<file path="src/hw/rtl/cdfe_pkg.sv">
// Package for the clock date field editor: request and field codes, BCD helpers, clamps.
`default_nettype none

package cdfe_pkg;

	// request codes carried in req_type
	typedef enum logic [2:0] {
		REQ_LOAD  = 3'd0,
		REQ_TICK  = 3'd1,
		REQ_MINUS = 3'd2,
		REQ_PLUS  = 3'd3,
		REQ_NEXT  = 3'd4
	} req_t;

	// selected field codes carried in field_sel
	typedef enum logic [2:0] {
		FLD_YEAR   = 3'd0,
		FLD_MONTH  = 3'd1,
		FLD_DAY    = 3'd2,
		FLD_HOUR   = 3'd3,
		FLD_MINUTE = 3'd4,
		FLD_DONE   = 3'd5
	} field_t;

	localparam int unsigned LIMIT_W       = 4;
	localparam logic [3:0]  LIMIT_RESET   = 4'd10;

	localparam logic [6:0]  YEAR_MAX      = 7'd99;
	localparam logic [6:0]  MONTH_MIN     = 7'd1;
	localparam logic [6:0]  MONTH_MAX     = 7'd12;
	localparam logic [6:0]  DAY_MIN       = 7'd1;
	localparam logic [6:0]  DAY_MAX       = 7'd31;
	localparam logic [6:0]  HOUR_MAX      = 7'd23;
	localparam logic [6:0]  MINUTE_MAX    = 7'd59;
	localparam logic [6:0]  VAL_ZERO      = 7'd0;

	localparam logic [3:0]  MON_FEB       = 4'd2;
	localparam logic [3:0]  MON_APR       = 4'd4;
	localparam logic [3:0]  MON_JUN       = 4'd6;
	localparam logic [3:0]  MON_SEP       = 4'd9;
	localparam logic [3:0]  MON_NOV       = 4'd11;

	// two BCD nibbles to binary, nibbles above nine taken at face value
	function automatic logic [7:0] bcd_to_bin(input logic [7:0] b);
		logic [7:0] hi;
		hi = {4'b0, b[7:4]};
		return (hi << 3) + (hi << 1) + {4'b0, b[3:0]};
	endfunction

	// clamp a converted load value into its static range
	function automatic logic [6:0] clamp_load(input logic [7:0] x,
			input logic [6:0] lo, input logic [6:0] hi);
		logic [6:0] r;
		if (x < {1'b0, lo})
			r = lo;
		else if (x > {1'b0, hi})
			r = hi;
		else
			r = x[6:0];
		return r;
	endfunction

	// step by -1, +1 or 0 and clamp to lo..hi
	function automatic logic [6:0] step_val(input logic [6:0] v, input logic dn,
			input logic up, input logic [6:0] lo, input logic [6:0] hi);
		logic [6:0] r;
		if (dn)
			r = (v <= lo) ? lo : (((v - 7'd1) > hi) ? hi : (v - 7'd1));
		else if (up)
			r = (v >= hi) ? hi : (((v + 7'd1) < lo) ? lo : (v + 7'd1));
		else
			r = (v < lo) ? lo : ((v > hi) ? hi : v);
		return r;
	endfunction

	// day limit of the month; leap when the year is a multiple of four
	function automatic logic [6:0] days_in_month(input logic [3:0] month,
			input logic leap);
		logic [6:0] r;
		if (month == MON_FEB)
			r = leap ? 7'd29 : 7'd28;
		else if (month == MON_APR || month == MON_JUN || month == MON_SEP ||
				month == MON_NOV)
			r = 7'd30;
		else
			r = DAY_MAX;
		return r;
	endfunction

	// binary 0..99 to two BCD digits; tens by reciprocal multiply (x*205 >> 11)
	function automatic logic [7:0] bin_to_bcd(input logic [6:0] v);
		logic [14:0] p;
		logic [3:0]  tens;
		logic [6:0]  rem;
		p    = {8'b0, v} * 15'd205;
		tens = p[14:11];
		rem  = v - ({tens, 3'b0} + {2'b0, tens, 1'b0});
		return {tens, rem[3:0]};
	endfunction

endpackage

`default_nettype wire

</file>
<file path="src/hw/rtl/clock_date_field_editor.sv">
// Top level of the clock date field editor: input stage, edit logic, result register.
// A word accepted into the input register (stage 1) moves on into the result register once
// that register is free or drained; its result is taken from the result register.
// Throughput: one word per cycle; in_stall rises only while stage 1 holds a word, the result
// register is full and out_stall is high.
// Reset: arst_n low clears the edit state, the idle count and both valid flags at once;
// the inactivity limit returns to 10.
`default_nettype none

module clock_date_field_editor
	import cdfe_pkg::*;
(
	input  wire logic                clk,
	input  wire logic                arst_n,
	// configuration write
	input  wire logic                cfg_valid,
	output logic                     cfg_ready,
	input  wire logic [LIMIT_W-1:0]  cfg_data,
	// input words
	input  wire logic                in_valid,
	output logic                     in_stall,
	input  wire logic [2:0]          req_type,
	input  wire logic [7:0]          load_year_bcd,
	input  wire logic [4:0]          load_month_bcd,
	input  wire logic [5:0]          load_day_bcd,
	input  wire logic [5:0]          load_hour_bcd,
	input  wire logic [6:0]          load_minute_bcd,
	// result words
	output logic                     out_valid,
	input  wire logic                out_stall,
	output logic                     editing,
	output logic [2:0]               field_sel,
	output logic [7:0]               year_bcd,
	output logic [4:0]               month_bcd,
	output logic [5:0]               day_bcd,
	output logic [5:0]               hour_bcd,
	output logic [6:0]               minute_bcd,
	output logic                     commit,
	output logic                     abandoned
);

	// configuration register, always ready
	logic [LIMIT_W-1:0] limit_q;

	assign cfg_ready = 1'b1;

	always_ff @(posedge clk or negedge arst_n) begin
		if (!arst_n)
			limit_q <= LIMIT_RESET;
		else if (cfg_valid && cfg_ready)
			limit_q <= cfg_data;
	end

	// handshake: stage 1 moves on when the result register is free or drained
	logic valid_s1;
	logic adv;

	assign adv      = valid_s1 && (!out_valid || !out_stall);
	assign in_stall = valid_s1 && out_valid && out_stall;

	// input register
	req_t       req_s1;
	logic [7:0] ld_year_s1;
	logic [4:0] ld_month_s1;
	logic [5:0] ld_day_s1;
	logic [5:0] ld_hour_s1;
	logic [6:0] ld_minute_s1;

	always_ff @(posedge clk or negedge arst_n) begin
		if (!arst_n)
			valid_s1 <= 1'b0;
		else if (!in_stall)
			valid_s1 <= in_valid;
	end

	always_ff @(posedge clk) begin
		if (in_valid && !in_stall) begin
			req_s1       <= req_t'(req_type);
			ld_year_s1   <= load_year_bcd;
			ld_month_s1  <= load_month_bcd;
			ld_day_s1    <= load_day_bcd;
			ld_hour_s1   <= load_hour_bcd;
			ld_minute_s1 <= load_minute_bcd;
		end
	end

	// edit state
	logic       active_q;
	field_t     field_q;
	logic [6:0] year_q;
	logic [3:0] month_q;
	logic [4:0] day_q;
	logic [4:0] hour_q;
	logic [5:0] minute_q;
	logic [3:0] idle_q;

	// next state
	logic       active_n;
	field_t     field_n;
	logic [6:0] year_n;
	logic [3:0] month_n;
	logic [4:0] day_n;
	logic [4:0] hour_n;
	logic [5:0] minute_n;
	logic [3:0] idle_n;
	logic       commit_n;
	logic       abandon_n;

	// step request toward the per-field clamps
	logic       do_step;
	field_t     step_f;
	logic       step_dn;
	logic       step_up;
	logic [6:0] day_hi;

	assign day_hi = days_in_month(month_q, year_q[1:0] == 2'b00);

	// request decode
	always_comb begin
		active_n  = active_q;
		field_n   = field_q;
		idle_n    = idle_q;
		commit_n  = 1'b0;
		abandon_n = 1'b0;
		do_step   = 1'b0;
		step_f    = field_q;
		step_dn   = 1'b0;
		step_up   = 1'b0;
		if (req_s1 == REQ_LOAD) begin
			active_n = 1'b1;
			field_n  = FLD_YEAR;
			idle_n   = '0;
		end else if (active_q) begin
			unique case (req_s1)
				REQ_TICK: begin
					if (idle_q >= limit_q) begin
						active_n  = 1'b0;
						abandon_n = 1'b1;
						idle_n    = '0;
					end else begin
						idle_n = idle_q + 4'd1;
					end
				end
				REQ_MINUS, REQ_PLUS: begin
					do_step = 1'b1;
					step_dn = (req_s1 == REQ_MINUS);
					step_up = (req_s1 == REQ_PLUS);
					idle_n  = '0;
				end
				REQ_NEXT: begin
					idle_n = '0;
					if (field_q == FLD_MINUTE || field_q == FLD_DONE) begin
						field_n  = FLD_DONE;
						active_n = 1'b0;
						commit_n = 1'b1;
					end else begin
						field_n = field_t'(3'(field_q + 3'd1));
						step_f  = field_n;
						do_step = 1'b1;
					end
				end
				default: ;
			endcase
		end
	end

	// field values: load, or step and clamp the selected field
	always_comb begin
		year_n   = year_q;
		month_n  = month_q;
		day_n    = day_q;
		hour_n   = hour_q;
		minute_n = minute_q;
		if (req_s1 == REQ_LOAD) begin
			year_n   = clamp_load(bcd_to_bin(ld_year_s1), VAL_ZERO, YEAR_MAX);
			month_n  = 4'(clamp_load(bcd_to_bin({3'b0, ld_month_s1}), MONTH_MIN,
				MONTH_MAX));
			day_n    = 5'(clamp_load(bcd_to_bin({2'b0, ld_day_s1}), DAY_MIN, DAY_MAX));
			hour_n   = 5'(clamp_load(bcd_to_bin({2'b0, ld_hour_s1}), VAL_ZERO,
				HOUR_MAX));
			minute_n = 6'(clamp_load(bcd_to_bin({1'b0, ld_minute_s1}), VAL_ZERO,
				MINUTE_MAX));
		end else if (do_step) begin
			unique case (step_f)
				FLD_YEAR:   year_n = step_val(year_q, step_dn, step_up, VAL_ZERO, YEAR_MAX);
				FLD_MONTH:  month_n = 4'(step_val({3'b0, month_q}, step_dn, step_up,
					MONTH_MIN, MONTH_MAX));
				FLD_DAY:    day_n = 5'(step_val({2'b0, day_q}, step_dn, step_up,
					DAY_MIN, day_hi));
				FLD_HOUR:   hour_n = 5'(step_val({2'b0, hour_q}, step_dn, step_up,
					VAL_ZERO, HOUR_MAX));
				FLD_MINUTE: minute_n = 6'(step_val({1'b0, minute_q}, step_dn, step_up,
					VAL_ZERO, MINUTE_MAX));
				default: ;
			endcase
		end
	end

	// state update when the word moves into the result register
	always_ff @(posedge clk or negedge arst_n) begin
		if (!arst_n) begin
			active_q <= 1'b0;
			field_q  <= FLD_YEAR;
			year_q   <= '0;
			month_q  <= 4'd1;
			day_q    <= 5'd1;
			hour_q   <= '0;
			minute_q <= '0;
			idle_q   <= '0;
		end else if (adv) begin
			active_q <= active_n;
			field_q  <= field_n;
			year_q   <= year_n;
			month_q  <= month_n;
			day_q    <= day_n;
			hour_q   <= hour_n;
			minute_q <= minute_n;
			idle_q   <= idle_n;
		end
	end

	// result register
	logic       out_valid_q;
	logic       editing_q;
	logic [2:0] field_sel_q;
	logic [7:0] year_bcd_q;
	logic [7:0] month_bcd_q;
	logic [7:0] day_bcd_q;
	logic [7:0] hour_bcd_q;
	logic [7:0] minute_bcd_q;
	logic       commit_q;
	logic       abandoned_q;

	always_ff @(posedge clk or negedge arst_n) begin
		if (!arst_n)
			out_valid_q <= 1'b0;
		else if (adv)
			out_valid_q <= 1'b1;
		else if (!out_stall)
			out_valid_q <= 1'b0;
	end

	always_ff @(posedge clk) begin
		if (adv) begin
			editing_q    <= active_n;
			field_sel_q  <= field_n;
			year_bcd_q   <= bin_to_bcd(year_n);
			month_bcd_q  <= bin_to_bcd({3'b0, month_n});
			day_bcd_q    <= bin_to_bcd({2'b0, day_n});
			hour_bcd_q   <= bin_to_bcd({2'b0, hour_n});
			minute_bcd_q <= bin_to_bcd({1'b0, minute_n});
			commit_q     <= commit_n;
			abandoned_q  <= abandon_n;
		end
	end

	assign out_valid  = out_valid_q;
	assign editing    = editing_q;
	assign field_sel  = field_sel_q;
	assign year_bcd   = year_bcd_q;
	assign month_bcd  = month_bcd_q[4:0];
	assign day_bcd    = day_bcd_q[5:0];
	assign hour_bcd   = hour_bcd_q[5:0];
	assign minute_bcd = minute_bcd_q[6:0];
	assign commit     = commit_q;
	assign abandoned  = abandoned_q;

endmodule

`default_nettype wire

</file>
<file path="config.mk">
export PLATFORM = sky130hd
export DESIGN_NAME = clock_date_field_editor
export DESIGN_NICKNAME = d
export VERILOG_FILES = /design/src/hw/rtl/cdfe_pkg.sv /design/src/hw/rtl/clock_date_field_editor.sv
export SDC_FILE = /design/constraint.sdc
export NUM_CORES = 1
export LEC_CHECK = 0
export BUFFER_PORTS_ARGS = -buffer_cell sky130_fd_sc_hd__buf_2
export CORE_ASPECT_RATIO = 0.75
export CORE_MARGIN = 10
export CORE_UTILIZATION = 35
export CTS_CLUSTER_DIAMETER = 120
export DETAILED_ROUTE_END_ITERATION = 10
export PLACE_DENSITY = 0.53
export SLEW_MARGIN = 10
export SYNTH_ARGS = -nofsm -noshare
export SYNTH_HDL_FRONTEND = slang
export SYNTH_SLANG_ARGS = --single-unit
</file>
<file path="constraint.sdc">
create_clock -name clk -period 18.8 [get_ports clk]
set_input_delay 0.94 -clock clk [delete_from_list [all_inputs] [get_ports clk]]
set_output_delay 0.94 -clock clk [all_outputs]
set_load 0.02 [all_outputs]
</file>
==> metrics <==
placer congestion estimate=0.8954; vias in the first global route=a little over 8k; sw frac=0.4478; status=finished clean; Worst Hold Class=register to register; HPWL after DPL=19340 um; Top Family by Delay on Critical Path=adder cells; WP data required=18.98 ns; critical path peak fanout=8; share of the synthesized area in the top cell type=0.2068; Setup crit start kind=register; number of CTS-inserted buffers=17; Vias/cell=5.241; Critical Path Most Common Cell=inv_1; DIE WIDTH=220.9 um; first-pass GRT wire length=43600 um; endpoints failing setup=0; Power Density=around 180 nW/um^2; Yosys Warn Count=0; fin crit share=0.3835; core region area=30000 sq um; top cells by count, synth=ha_1, inv_1, nand2_1, o21ai_0, nor2_1; final hold vios=0; grt total ovfl=0; Synth cell types=93; Finished Cell Area=approximately 12000 sq um; DR vias=approximately 8.4k; CTS max path bufs=2; Placed Area=11320 sq um; post-CTS setup buffers=0; Layout area overhead=13.02%; Tot GR Track Use=0.1408; kind of critical path=register to register; layout cells sized above 1=0.1366; Clock Sinks=114; Clk pin slew, worst setup/hold paths=~0.060 ns; Rel. slew slack=0.2899; CP Data Arrival Time=between 7 and 8 ns; f_max=between 100 and 150 MHz; H-tree levels=4; min Tclk post-route=roughly 7.2 ns; Max Slew Vio Count=0; Routed WL=26460 um; count leader, synth=ha_1; Clock power frac=0.171; CTS tree=done; Mapped Area=10600 sq um; Post-route DRC=0; Seq pwr share=0.225; antenna violations before repair=0; Hold-fix buffers, CTS=0; # rows=55; Comb pwr share=0.603; Worst-Skew Late Latency=roughly 0.43 ns; Leak=5.411 nW; Yosys top cell by area=edfxtp_1; CP peak stage delay=0.51 ns; max cap viols=0; Mean Syn Cell Area=9.281 sq um; Synth Register Bits=approximately 110; area of the multi-input gates=6739 sq um; register area=approximately 3200 sq um; post-DR wirelength/cell=16.47 um; IO Count=85; nets=1436; Post-synth EDFFs=73; Die Span Y=170.7 um; # diodes=0; initial core utilization=0.3533; largest net degree at the start of global routing=44; Power Total=between 2 and 2.5 mW; Root Buffer=clkbuf_16; Pint=1.188 mW; RSZ-0062 raised after global routing=no; Layout Skew=0.01556 ns; die area=37720 sq um; sw power=roughly 960 uW; drt first pass iters=6; Slew @ Worst Pin=1.065 ns; setup TNS=0 ns; CTS resizes=0; Post-synth ARST share=0.3596; most used flip-flop cell after synthesis=edfxtp_1; Syn Nets=1383; Cells after Synth=1142; Max IR drop VDD=84.33 uV; Starting DRT DRC Count=849; slowest cell on the critical path=fa_1; Fill cells=2999; Seq/Total Area, Yosys=0.3041; crit path buf inv count=7; Buffers on Ports=83; top cells by area, synth=edfxtp_1, ha_1, dfrtp_1; DRT antenna net count=0; CP endpoint kind=register
==> power groups by stage <==
stage / Sequential (mW) / Clock (mW) / Combinational [mW]
after global routing: 0.499 / 0.390 / 1.51
after CTS: 0.483 / 0.375 / 1.31
after floorplan: 0.461 / 0 / 1.03
final: 0.485 / 0.368 / 1.30
after global placement: 0.487 / 0 / 1.29
after detailed placement: 0.486 / 0 / 1.30
==> flip-flops by register name (all words and copies together), names as in the netlist, 7 cells and up <==
register	cells
year_q	7
ld_minute_s1	7
year_bcd	8
ld_year_s1	8
minute_bcd_q	7
==> per-stage QoR <==
step / instances / util / setup slack [ns] / hold slack, ns
final: 1607 / 0.3992 / 11.59 / 0.4961
after detailed placement: 1575 / 0.3774 / 11.67 / 0.4795
after floorplan: 1142 / - / 12.38 / 0.4564
after CTS: 1607 / 0.3992 / 11.64 / 0.4928
after global routing: 1607 / 0.3992 / 11.07 / 0.5325
after global placement: 1575 / 0.3774 / 11.71 / 0.4711
==> worst register-to-register path: cells and delay by family (launching register included) <==
family,cells,cell delay (ns)
compound gates,10,2.30
buf+inv,7,0.59
xor+xnor,3,0.49
flops,1,0.46
simple gates,4,0.53
fa+ha+maj,8,2.62
==> cell type report <==
cell class,instances,share of cell area
clock inverter,10,0.01515
clock buffer,22,0.03959
tap,399,0.04168
multi-input combinational,866,0.5626
inverter,107,0.03353
sequential,114,0.2691
timing repair buffer,89,0.03844
==> layout by cell type (no fill, tap or decap), types with 5 or more instances in the layout <==
cell type and n:
a21oi_1 70, a211oi_1 10, nand3_1 27, bufinv_16 5
nor2_1 78, o221ai_1 7, nor3_1 27, nor4_1 5
inv_1 106, o32ai_1 6, nand4_1 6, o21ai_0 79
buf_4 6, o22ai_1 7, a31oi_1 19, buf_2 83
clkbuf_16 17, mux2_2 9, o21a_1 9, nor2b_1 10
dfrtp_1 37, ha_1 173, a21o_1 17, xnor2_1 28
o21bai_1 9, o211ai_1 13, nand2b_1 18, edfxtp_1 73
fa_1 24, nand2_1 94, o31ai_1 6, xor2_1 17
==> layer usage <==
metal  part of all wire  GRT usage
met1               0.53     0.2057
met2               0.40     0.2005
met3              0.059    0.03700
met4             0.0093    0.03268
met5                  0          0
==> logic make-up after synthesis <==
logic type               share of synthesized area
multiplexers                               0.01546
buffers and inverters                      0.06068
XOR/XNOR                                   0.03872
AND/OR/NAND/NOR                             0.1419
flip-flops                                  0.3041
other                                    0.0003538
adder cells (fa/ha/maj)                     0.2496
AO/OA/AOI/OAI                               0.1892
==> worst paths after layout <==
path                               end        from  slack [ns]  depth (start not counted)
max                        year_bcd[3]  field_q[1]       11.59                         32
min                          out_valid    valid_s1        0.50                          1
max reg2reg                year_bcd[3]  field_q[1]       11.59                         32
min reg2reg                  out_valid    valid_s1        0.50                          1
max in group asynchronous     day_q[1]      arst_n       17.74                          2
min in group asynchronous   limit_q[0]      arst_n        0.62                          2
(Power assumes the default switching activity.)
